## src/sv/uph_pkg.sv

```systemverilog
// Package for the URI path djb2 bucket block.
// Shared widths, constants and the queue entry type; no dependencies.
package uph_pkg;

    localparam int unsigned BYTE_W     = 8;
    localparam int unsigned HASH_W     = 64;
    localparam int unsigned IDX_W      = 32;
    localparam int unsigned APB_DATA_W = 32;
    localparam int unsigned APB_ADDR_W = 3;
    localparam int unsigned QUEUE_DEPTH = 4;

    localparam logic [HASH_W-1:0] DJB2_SEED  = HASH_W'(5381);
    localparam logic [BYTE_W-1:0] QUERY_MARK = 8'h3F;
    localparam logic [BYTE_W-1:0] URI_END    = 8'h00;
    localparam int unsigned        DJB2_SHIFT = 5;

    localparam logic [IDX_W-1:0]  TABLE_SIZE_RST = IDX_W'(1024);

    // register index, decoded from paddr above the byte offset
    localparam logic REG_TABLE_SIZE = 1'b0;

    typedef struct packed {
        logic              valid;
        logic [HASH_W-1:0] hash;
    } t_hash_push;

endpackage

```

## src/sv/uph_front.sv

```systemverilog
// Front end: takes URI bytes, runs the djb2 hash over the path part.
// Pushes the finished hash into the queue on a terminating zero byte. Uses uph_pkg.
module uph_front
    import uph_pkg::*;
(
    input  logic              i_clk,
    input  logic              i_rst_n,
    input  logic              i_valid,
    input  logic [BYTE_W-1:0] i_byte,
    input  logic              i_q_full,
    output logic              o_ready,
    output t_hash_push        o_push
);

    logic [HASH_W-1:0] r_hash;
    logic [HASH_W-1:0] n_hash;
    logic              r_in_query;
    logic              n_in_query;
    logic              w_accept;

    assign o_ready  = !i_q_full;
    assign w_accept = i_valid && o_ready;

    assign o_push.valid = w_accept && (i_byte == URI_END);
    assign o_push.hash  = r_hash;

    always_comb begin
        n_hash     = r_hash;
        n_in_query = r_in_query;
        if (w_accept) begin
            if (i_byte == URI_END) begin
                n_hash     = DJB2_SEED;
                n_in_query = 1'b0;
            end else if (!r_in_query) begin
                if (i_byte == QUERY_MARK) begin
                    n_in_query = 1'b1;
                end else begin
                    // hash*33 + byte, wrapping
                    n_hash = (r_hash << DJB2_SHIFT) + r_hash + HASH_W'(i_byte);
                end
            end
        end
    end

    always_ff @(posedge i_clk) begin
        if (!i_rst_n) begin
            r_hash     <= DJB2_SEED;
            r_in_query <= 1'b0;
        end else begin
            r_hash     <= n_hash;
            r_in_query <= n_in_query;
        end
    end

endmodule

```

## src/sv/uph_queue.sv

```systemverilog
// Short queue of finished hashes between front end and divider.
// Flip-flop storage, one push and one pop per cycle. Uses uph_pkg.
module uph_queue
    import uph_pkg::*;
#(
    parameter int unsigned DEPTH = QUEUE_DEPTH
) (
    input  logic              i_clk,
    input  logic              i_rst_n,
    input  t_hash_push        i_push,
    input  logic              i_pop,
    output logic              o_full,
    output logic              o_empty,
    output logic [HASH_W-1:0] o_head
);

    localparam int unsigned PTR_W = $clog2(DEPTH);
    localparam int unsigned CNT_W = $clog2(DEPTH + 1);
    localparam logic [PTR_W-1:0] PTR_LAST = PTR_W'(DEPTH - 1);

    logic [HASH_W-1:0] r_mem [DEPTH];
    logic [PTR_W-1:0]  r_wr_ptr;
    logic [PTR_W-1:0]  r_rd_ptr;
    logic [CNT_W-1:0]  r_count;
    logic              w_push;
    logic              w_pop;

    assign o_full  = (r_count == CNT_W'(DEPTH));
    assign o_empty = (r_count == '0);
    assign o_head  = r_mem[r_rd_ptr];
    assign w_push  = i_push.valid && !o_full;
    assign w_pop   = i_pop && !o_empty;

    always_ff @(posedge i_clk) begin
        if (w_push) begin
            r_mem[r_wr_ptr] <= i_push.hash;
        end
    end

    always_ff @(posedge i_clk) begin
        if (!i_rst_n) begin
            r_wr_ptr <= '0;
            r_rd_ptr <= '0;
            r_count  <= '0;
        end else begin
            if (w_push) begin
                r_wr_ptr <= (r_wr_ptr == PTR_LAST) ? '0 : r_wr_ptr + 1'b1;
            end
            if (w_pop) begin
                r_rd_ptr <= (r_rd_ptr == PTR_LAST) ? '0 : r_rd_ptr + 1'b1;
            end
            if (w_push && !w_pop) begin
                r_count <= r_count + 1'b1;
            end else if (w_pop && !w_push) begin
                r_count <= r_count - 1'b1;
            end
        end
    end

endmodule

```

## src/sv/uph_div.sv

```systemverilog
// Back end: restoring divider, one quotient bit per cycle, giving hash mod table size.
// Holds the result in an output register until taken. Uses uph_pkg.
module uph_div
    import uph_pkg::*;
(
    input  logic              i_clk,
    input  logic              i_rst_n,
    input  logic              i_q_empty,
    input  logic [HASH_W-1:0] i_q_head,
    input  logic [IDX_W-1:0]  i_table_size,
    input  logic              i_m_ready,
    output logic              o_q_pop,
    output logic              o_m_valid,
    output logic [IDX_W-1:0]  o_m_data
);

    localparam int unsigned CNT_W = $clog2(HASH_W);
    localparam logic [CNT_W-1:0] CNT_LAST = CNT_W'(HASH_W - 1);

    typedef enum logic [1:0] {
        S_IDLE,
        S_RUN,
        S_DONE
    } t_state;

    t_state            r_state;
    logic [HASH_W-1:0] r_dvd;
    logic [IDX_W-1:0]  r_rem;
    logic [IDX_W-1:0]  r_dsr;
    logic [CNT_W-1:0]  r_cnt;
    logic              r_out_valid;
    logic [IDX_W-1:0]  r_out_data;
    logic [IDX_W:0]    w_shift;
    logic [IDX_W:0]    w_diff;
    logic              w_take;

    assign w_shift = {r_rem, r_dvd[HASH_W-1]};
    assign w_diff  = w_shift - {1'b0, r_dsr};
    assign o_q_pop = (r_state == S_IDLE) && !i_q_empty;
    assign w_take  = !r_out_valid || i_m_ready;

    assign o_m_valid = r_out_valid;
    assign o_m_data  = r_out_data;

    always_ff @(posedge i_clk) begin
        if (!i_rst_n) begin
            r_state     <= S_IDLE;
            r_out_valid <= 1'b0;
            r_cnt       <= '0;
        end else begin
            // in S_DONE the output register is reloaded below instead
            if (r_out_valid && i_m_ready && (r_state != S_DONE)) begin
                r_out_valid <= 1'b0;
            end
            unique case (r_state)
                S_IDLE: begin
                    if (!i_q_empty) begin
                        r_dvd   <= i_q_head;
                        r_rem   <= '0;
                        r_dsr   <= i_table_size;
                        r_cnt   <= '0;
                        r_state <= S_RUN;
                    end
                end
                S_RUN: begin
                    r_dvd <= r_dvd << 1;
                    // remainder stays below the divisor, so the low bits suffice
                    if (w_diff[IDX_W] == 1'b0) begin
                        r_rem <= w_diff[IDX_W-1:0];
                    end else begin
                        r_rem <= w_shift[IDX_W-1:0];
                    end
                    if (r_cnt == CNT_LAST) begin
                        r_state <= S_DONE;
                    end else begin
                        r_cnt <= r_cnt + 1'b1;
                    end
                end
                S_DONE: begin
                    if (w_take) begin
                        r_out_valid <= 1'b1;
                        r_out_data  <= (r_dsr == '0) ? '0 : r_rem;
                        r_state     <= S_IDLE;
                    end
                end
                default: begin
                    r_state <= S_IDLE;
                end
            endcase
        end
    end

endmodule

```

## src/sv/url_path_djb2_bucket.sv

```systemverilog
// Top level of the URI path djb2 bucket block.
// Holds the APB register and joins uph_front, uph_queue and uph_div. Uses uph_pkg.
//
// Usage:
//   Slave stream s_*: one URI byte per transaction in s_tdata[7:0]. A zero byte ends
//   the URI. Bytes from the first '?' on are query and are not hashed.
//   Master stream m_*: one transaction per URI, the bucket index in m_tdata,
//   i.e. the 64-bit djb2 hash of the path modulo table_size (0 if table_size is 0).
//   APB: table_size at address 0, reset 1024. Write it only while no URI is in flight.
// Throughput: one byte per cycle on the slave side while the queue is not full. Each
//   bucket passes through the bit-serial divider (64 steps plus load and hand-over),
//   which takes one hash at a time; up to QDEPTH finished hashes wait in the queue.
// Path: the terminating byte pushes the hash into the queue; a free divider loads it,
//   runs its steps and places the bucket index in the output register.
// Stall: a held master side keeps the result in the output register; the divider
//   then waits, the queue fills, and s_tready drops once the queue is full.
// Reset: synchronous, active low; clears the hash to 5381, the query flag, the
//   queue and m_tvalid, and sets table_size to 1024.
module url_path_djb2_bucket
    import uph_pkg::*;
#(
    parameter int unsigned QDEPTH = QUEUE_DEPTH
) (
    input  logic                  i_clk,
    input  logic                  i_rst_n,
    input  logic                  s_tvalid,
    output logic                  s_tready,
    input  logic [BYTE_W-1:0]     s_tdata,   // [7:0] uri_byte
    output logic                  m_tvalid,
    input  logic                  m_tready,
    output logic [IDX_W-1:0]      m_tdata,   // [31:0] bucket_index
    input  logic                  psel,
    input  logic                  penable,
    input  logic                  pwrite,
    input  logic [APB_ADDR_W-1:0] paddr,
    input  logic [APB_DATA_W-1:0] pwdata,
    output logic [APB_DATA_W-1:0] prdata,
    output logic                  pready
);

    logic [IDX_W-1:0]  r_table_size;
    logic              w_reg_sel;
    t_hash_push        w_push;
    logic              w_q_full;
    logic              w_q_empty;
    logic              w_q_pop;
    logic [HASH_W-1:0] w_q_head;

    assign pready    = 1'b1;
    assign w_reg_sel = (paddr[APB_ADDR_W-1] == REG_TABLE_SIZE);
    assign prdata    = w_reg_sel ? APB_DATA_W'(r_table_size) : '0;

    always_ff @(posedge i_clk) begin
        if (!i_rst_n) begin
            r_table_size <= TABLE_SIZE_RST;
        end else if (psel && penable && pwrite && pready && w_reg_sel) begin
            r_table_size <= pwdata[IDX_W-1:0];
        end
    end

    uph_front u_front (
        .i_clk    (i_clk),
        .i_rst_n  (i_rst_n),
        .i_valid  (s_tvalid),
        .i_byte   (s_tdata),
        .i_q_full (w_q_full),
        .o_ready  (s_tready),
        .o_push   (w_push)
    );

    uph_queue #(
        .DEPTH (QDEPTH)
    ) u_queue (
        .i_clk   (i_clk),
        .i_rst_n (i_rst_n),
        .i_push  (w_push),
        .i_pop   (w_q_pop),
        .o_full  (w_q_full),
        .o_empty (w_q_empty),
        .o_head  (w_q_head)
    );

    uph_div u_div (
        .i_clk        (i_clk),
        .i_rst_n      (i_rst_n),
        .i_q_empty    (w_q_empty),
        .i_q_head     (w_q_head),
        .i_table_size (r_table_size),
        .i_m_ready    (m_tready),
        .o_q_pop      (w_q_pop),
        .o_m_valid    (m_tvalid),
        .o_m_data     (m_tdata)
    );

endmodule
```

## config.mk

```make
export PLATFORM = sky130hd
export DESIGN_NAME = url_path_djb2_bucket
export DESIGN_NICKNAME = d
export VERILOG_FILES = /design/src/sv/uph_pkg.sv /design/src/sv/uph_front.sv /design/src/sv/uph_queue.sv /design/src/sv/uph_div.sv /design/src/sv/url_path_djb2_bucket.sv
export SDC_FILE = /design/constraint.sdc
export NUM_CORES = 1
export LEC_CHECK = 0
export ABC_AREA = 1
export CELL_PAD_IN_SITES_DETAIL_PLACEMENT = 0
export CELL_PAD_IN_SITES_GLOBAL_PLACEMENT = 1
export CORE_UTILIZATION = 45
export CTS_BUF_LIST = sky130_fd_sc_hd__clkbuf_2 sky130_fd_sc_hd__clkbuf_4 sky130_fd_sc_hd__clkbuf_8
export CTS_CLUSTER_SIZE = 14
export DETAILED_ROUTE_END_ITERATION = 7
export DONT_BUFFER_PORTS = 1
export PLACE_DENSITY_LB_ADDON = 0.1
export SLEW_MARGIN = 40
export SYNTH_ARGS = -nofsm -noshare
export SYNTH_HDL_FRONTEND = slang
export SYNTH_SLANG_ARGS = --single-unit
```

## constraint.sdc

```tcl
create_clock -name i_clk -period 4.1 [get_ports i_clk]
set_clock_uncertainty 0.2 [all_clocks]
set_input_delay 0.205 -clock i_clk [delete_from_list [all_inputs] [get_ports i_clk]]
set_output_delay 0.205 -clock i_clk [all_outputs]
set_load 0.01 [all_outputs]
```

**After elaboration in Yosys (flattened, before gate mapping)**

Memory sizes are Yosys's and may differ from the RTL's. A register that Yosys moved wholly into a read port is not among the register bits.
Cells that the tools add are included.

- Add/sub/neg operators: 8
- Equality and inequality tests: 14
- Multiplexer cells: 30
- Bitwise logic cells: 2
- Reductions and logical operators: 30

Operator list:

| cell | count |
|---|---|
| $mux W64 | 4 |
| $pmux W64 S2 | 1 |
| $mux W32 | 3 |
| $add A64 B64 Y64 | 1 |
| $add A64 B8 Y64 | 1 |
| $pmux W32 S2 | 1 |
| $sub A33 B32 Y33 | 1 |
| $logic_not A32 Y1 | 1 |
| $reduce_and A3 Y1 | 6 |
| $mux W2 | 7 |
| $logic_and A1 B1 Y1 | 12 |
| $mux W6 | 2 |
| $pmux W6 S2 | 1 |
| $eq A8 B6 Y1 const B | 1 |
| $logic_not A8 Y1 | 1 |
| $mux W1 | 8 |
| $ne A2 B2 Y1 const B | 4 |
| $add A6 B1 Y6 const B | 1 |
| $eq A2 B2 Y1 const B | 3 |
| $eq A6 B6 Y1 const B | 1 |
| $mux W3 | 2 |
| $ne A2 B1 Y1 const B | 3 |
| $pmux W2 S3 | 1 |
| $logic_not A1 Y1 | 5 |
| other kinds (10) | 13 |

- Flip-flop bits (word level): 273
- RAM bits: 256
- Bits of input ports: 50
- Logic and storage cells: 98
- Memories kept: 1

Memories:

| name | words | bits a word | read ports | clocked after memory_dff | wr ports | RTL line | RTL |
|---|---|---|---|---|---|---|---|
| u_queue.r_mem | 4 | 64 | 1 | 1 | 1 | uph_queue.sv:21 | `logic [HASH_W-1:0] r_mem [DEPTH];` |

**Longest topological paths before layout**

- Word-level depth: 9
- Depth in mapped cells: 17
- Mapped depth without buffers: 17

**Cells and area by module**

Synthesis repeated with hierarchy kept, for this count alone.

- Cell total of the unflattened synthesis: 3808
- Area total of the unflattened synthesis: 30192.7 um^2

Modules (own cells, without submodules):

| module | times used | cells an instance | area each (um^2) | sequential area each (um^2) |
|---|---|---|---|---|
| uph_queue | 1 | 691 | 9993.3 | 7867.5 |
| uph_div | 1 | 1230 | 9779.4 | 4984.8 |
| uph_front | 1 | 1608 | 8749.6 | 1301.2 |
| url_path_djb2_bucket | 1 | 279 | 1670.4 | 640.6 |

**Least setup slack after synthesis**

OpenSTA, ideal clock, no wires.

- Kind: flip-flop to flip-flop
- Start point: reg u_queue.r_count[0]
- End point: mem u_queue.r_mem[0][0] (enable)
- Setup time: 0.486 ns
- Arrival time: 3.576 ns
- Required time: 3.414 ns
- Setup slack: -0.162 ns
- Cell stages (with the launch flop): 7
- Path buffers: 0
- Cells stage by stage: dfxtp_1 -> inv_1 -> nand3_1 -> nand2_1 -> nor2_1 -> inv_1 -> nor2_1

- Longest elaborated chain between the ends: 7

RTL lines:

| what | RTL line | RTL |
|---|---|---|
| from (decl) | uph_queue.sv:24 | `logic [CNT_W-1:0] r_count;` |
| from (signal assigned) | uph_queue.sv:53 | `r_count <= r_count + 1'b1;` |
| from (signal assigned) | uph_queue.sv:55 | `r_count <= r_count - 1'b1;` |
| $eq A3 B3 Y1 * | uph_queue.sv:28 | `assign o_full = (r_count == CNT_W'(DEPTH));` |
| $logic_not A1 Y1 * | uph_front.sv:21 | `assign o_ready = !i_q_full;` |
| net s_tready | url_path_djb2_bucket.sv:27 | `output logic s_tready,` |
| $logic_and A1 B1 Y1 | uph_front.sv:22 | `assign w_accept = i_valid && o_ready;` |
| $logic_and A1 B1 Y1 | uph_front.sv:24 | `assign o_push.valid = w_accept && (i_byte == URI_END);` |
| $logic_and A1 B1 Y1 * | uph_queue.sv:31 | `assign w_push = i_push.valid && !o_full;` |
| net u_queue.w_push | uph_queue.sv:25 | `logic w_push;` |
| $mux W1 * | uph_queue.sv:35 | `if (w_push) begin` |
| $mux W1 (not written as such) * | uph_queue.sv:36 | `r_mem[r_wr_ptr] <= i_push.hash;` |
| to (decl) | uph_queue.sv:21 |  |

The timed path passes the listed nets; every way through them passes the cells marked *.

**Worst setup path in the final report**

- Start point: in s_tdata[0]
- End point: reg u_front.r_hash[4]

- Longest elaborated chain between the ends: 4
- Elaborated cells on any way between the ends: 9
- Those cells by class: 1 x add/sub; 3 x eq/ne; 3 x mux; 2 x reduce/logical

RTL lines:

| what | RTL line | RTL |
|---|---|---|
| from (decl) | url_path_djb2_bucket.sv:28 | `input logic [BYTE_W-1:0] s_tdata,` |
| $add A64 B8 Y64 | uph_front.sv:39 | `n_hash = (r_hash << DJB2_SHIFT) + r_hash + HASH_W'(i_byte);` |
| $mux W64 | uph_front.sv:35 | `if (i_byte == QUERY_MARK) begin` |
| $mux W64 | uph_front.sv:34 | `end else if (!r_in_query) begin` |
| $mux W64 | uph_front.sv:31 | `if (i_byte == URI_END) begin` |
| to (signal assigned) | uph_front.sv:50 | `r_hash <= n_hash;` |
| to (decl) | uph_front.sv:15 | `logic [HASH_W-1:0] r_hash;` |

Parallel ways exist; a longest one is shown, timed or not. The select of a mux whose other input is x is not followed.
A chain may end at the register's enable or synchronous reset.

==> flow_metrics.tcl <==
set metrics [dict create \
    final_nets 3947 \
    synth-seq-cells 531 \
    finalWeightedCongestion 0.962 \
    viasPerCell 5.06 \
    grt_pass1_wl_um 127000 \
    timing.final.crit_share_pct 85.4 \
    ios 117 \
    path_clk_slew_ns 0.06 \
    yosys.area.top_type "edfxtp_1" \
    drtPass1Iterations 7 \
    synth_edf_count 416 \
    worst_slew_pin_slew_ns 0.881 \
    p_leak_nw 15.3 \
    start_util_pct 45.5 \
    total_power_w 0.0204 \
    insertion_delay_ns 0.68 \
    setup_viol 0 \
    first_global_vias 23500 \
    totalWireLength_um 81500 \
    hp-class "input port to flip-flop" \
    fin_ws_ns 0.597 \
    drt_iter0_drc 1300 \
    cap_violations 0 \
    synth_top_area_share_pct 42.6 \
    synth.distinct_cells 51 \
    irDropWorstVdd_uv 437 \
    critical_path_class "input port to flip-flop" \
    cp-startpoint "s_tdata[0]" \
    fin_cells 4658 \
    failed_checks "DRC" \
    netlist_instances 3639 \
    netlist_area_um2 29300 \
    finalMaxSlewViolations 0 \
    critPathRequiredTime_ns 4.51 \
    synth-seq-area-share_pct 50.5 \
    setup_tns_ns 0 \
    synthTopCellsByArea "edfxtp_1 43%, nand2_1 12%, dfxtp_1 7.9%" \
    num_rows 93 \
    drive_gt1_share_pct 6.79 \
    numCtsBuffers 93 \
    fp.dieW_um 257 \
    dieHeight_um 257 \
    worstReg2RegEnd "u_front.r_hash[58]" \
    yosysMostFrequentCell "nand2_1" \
    worstPathArrival_ns 3.92 \
    grt_max_degree 69 \
    synthArstFlopShare_pct 0 \
    cts_root_buf "clkbuf_8" \
    drtAntennaViolNets 0 \
    pre_cts_slack_ns 0.909 \
    antenna_found_initial 1 \
    synth_area_per_cell_um2 8.05 \
    cts_sinks 531 \
    reg2reg_slack_ns 0.89 \
    finalHoldViolCount 0 \
    drc_errors 2 \
    synth_warnings 0 \
    grt_overflow_total 0 \
    status "finished with violations" \
    cts_tree "built" \
    die-area_um2 66100 \
    clockBufferDepth 3 \
    htreeDepth 3 \
    crit_path_end "u_front.r_hash[4]" \
    dp_hpwl_um 57800 \
    dp_cells 4428 \
    syn_nets 3856 \
    cp-start-kind "input port" \
    crit_fanout 36 \
    reg2reg_depth 15 \
    area_delta_synth_final_pct 12.4 \
    min_period_ns 3.50 \
    powerDensity_nw_per_um2 619 \
    fmax_mhz 285 \
    netlist_top_cells_count "973 x nand2_1, 600 x nor2_1, 571 x inv_1" \
    track_usage_pct 24.7 \
    coreArea_um2 64300 \
    cts_resized 0 \
    max_slew_margin_pct 40.7 \
    wl_per_cell_um 17.5 \
    vias 23600 \
    reg2reg_from "u_front.r_hash[0]" \
    io_buffers 0 \
    synth-main-ff-cell "edfxtp_1" \
    endpoint_kind "flip-flop" \
    rsz0062_at_grt "no" \
    final_core_util_pct 51.2 \
]
-- power breakdown --
group	internal, W	leakage [nW]	switching [W]
registers	0.00698	5.03	0.000614
logic	0.00248	9.26	0.00527
clock network	0.00278	0.979	0.00224
-- kinds of logic (layout without fill, tap and decap cells) --
group	after synthesis	count (layout)	synth area share, %
AOI/OAI and AO/OA	401	401	7.36
xor gates and xnor gates	15	15	0.448
adders and majority gates	167	167	7.28
buffers and inverters	671	834	8.79
DFF	531	531	50.5
other	1	2	0.0128
and+or+nand+nor	1853	1853	25.6
-- sequential cells by signal, summed over array words and instances, names as in the netlist, named ones only --
signal              cells
u_div.r_dsr            32
u_div.o_m_valid         1
u_div.o_m_data         32
u_queue.r_wr_ptr        2
u_div.r_rem            32
r_table_size           32
u_queue.r_count         3
u_div.r_state           2
u_front.r_hash         64
u_queue.r_mem         256
u_queue.r_rd_ptr        2
u_div.r_cnt             6
u_div.r_dvd            64
u_front.r_in_query      1
-- placed cells by master (no fill, tap or decap), drive strengths merged, types with 6 or more instances in the layout --
master / netlist / final
inv: 575 / 574
a31oi: 62 / 62
nor3: 30 / 30
o21ai: 209 / 209
a21oi: 114 / 114
nor4: 10 / 10
dlygate4sd3: 0 / 60
edfxtp: 416 / 416
clkinv: 1 / 29
buf: 30 / 30
clkinvlp: 0 / 9
ha: 161 / 161
nor2: 625 / 625
xnor2: 7 / 7
dfxtp: 115 / 115
nand3: 166 / 166
xor2: 8 / 8
o21bai: 8 / 8
or2: 9 / 9
nand4: 17 / 17
clkbuf: 65 / 127
nand2: 988 / 988
fa: 6 / 6
-- per-layer routing --
metal | up-vias | global-route usage, % | wire length (um)
met5 | - | 0 | 0
met4 | 0 | 8.78 | 2650
met3 | 154 | 3.07 | 3040
met2 | 468 | 43.6 | 39700
met1 | 11100 | 31.0 | 36200
li1 | 11900 | - | -
-- layout make-up --
type,instances,area [um2]
Timing Repair Buffer,91,975
Fill cell,6158,31400
Clock buffer,126,1550
Clock inverter,41,363
Multi-Input combinational cell,2437,12000
Inverter,576,2170
Antenna cell,1,2.50
Sequential cell,531,14800
Tap cell,855,1070
-- how the worst min path moves through the flow --
stage          slack [ns]  cells past startpoint       start          endpoint
3_5_place_dp         0.14                      1     i_rst_n  r_table_size[10]
4_1_cts              0.02                      3  pwdata[13]  r_table_size[13]
6_report             0.08                      3  pwdata[15]  r_table_size[15]
2_1_floorplan        0.14                      2  pwdata[10]  r_table_size[10]
3_3_place_gp         0.13                      1     i_rst_n  r_table_size[10]
5_1_grt              0.08                      3  pwdata[20]  r_table_size[20]
-- timing repair --
action,in CTS,in global routing
hold buffers,61,0
buffers inserted,0,0
endpoints found under the hold margin,98,0
-- critical path, cell delays in order --
cell and delay (ns):
dlygate4sd3_1 0.56, nand4_1 0.08, dlygate4sd3_1 0.57, nor3_1 0.13
dlygate4sd3_1 0.57, o21ai_1 0.06, nand2_1 0.18, nand2_2 0.19
inv_2 0.60, nand2_1 0.10, o31ai_1 0.10, dlygate4sd3_1 0.58
-- stage by stage --
stage | instance area [um2] | hold WS (ns)
4_1_cts | 32900 | 0.0224
6_report | 32900 | 0.0849
3_5_place_dp | 30400 | 0.138
2_1_floorplan | 29300 | 0.135
3_3_place_gp | 30300 | 0.133
5_1_grt | 32900 | 0.0751
(Power assumes the default switching activity.)
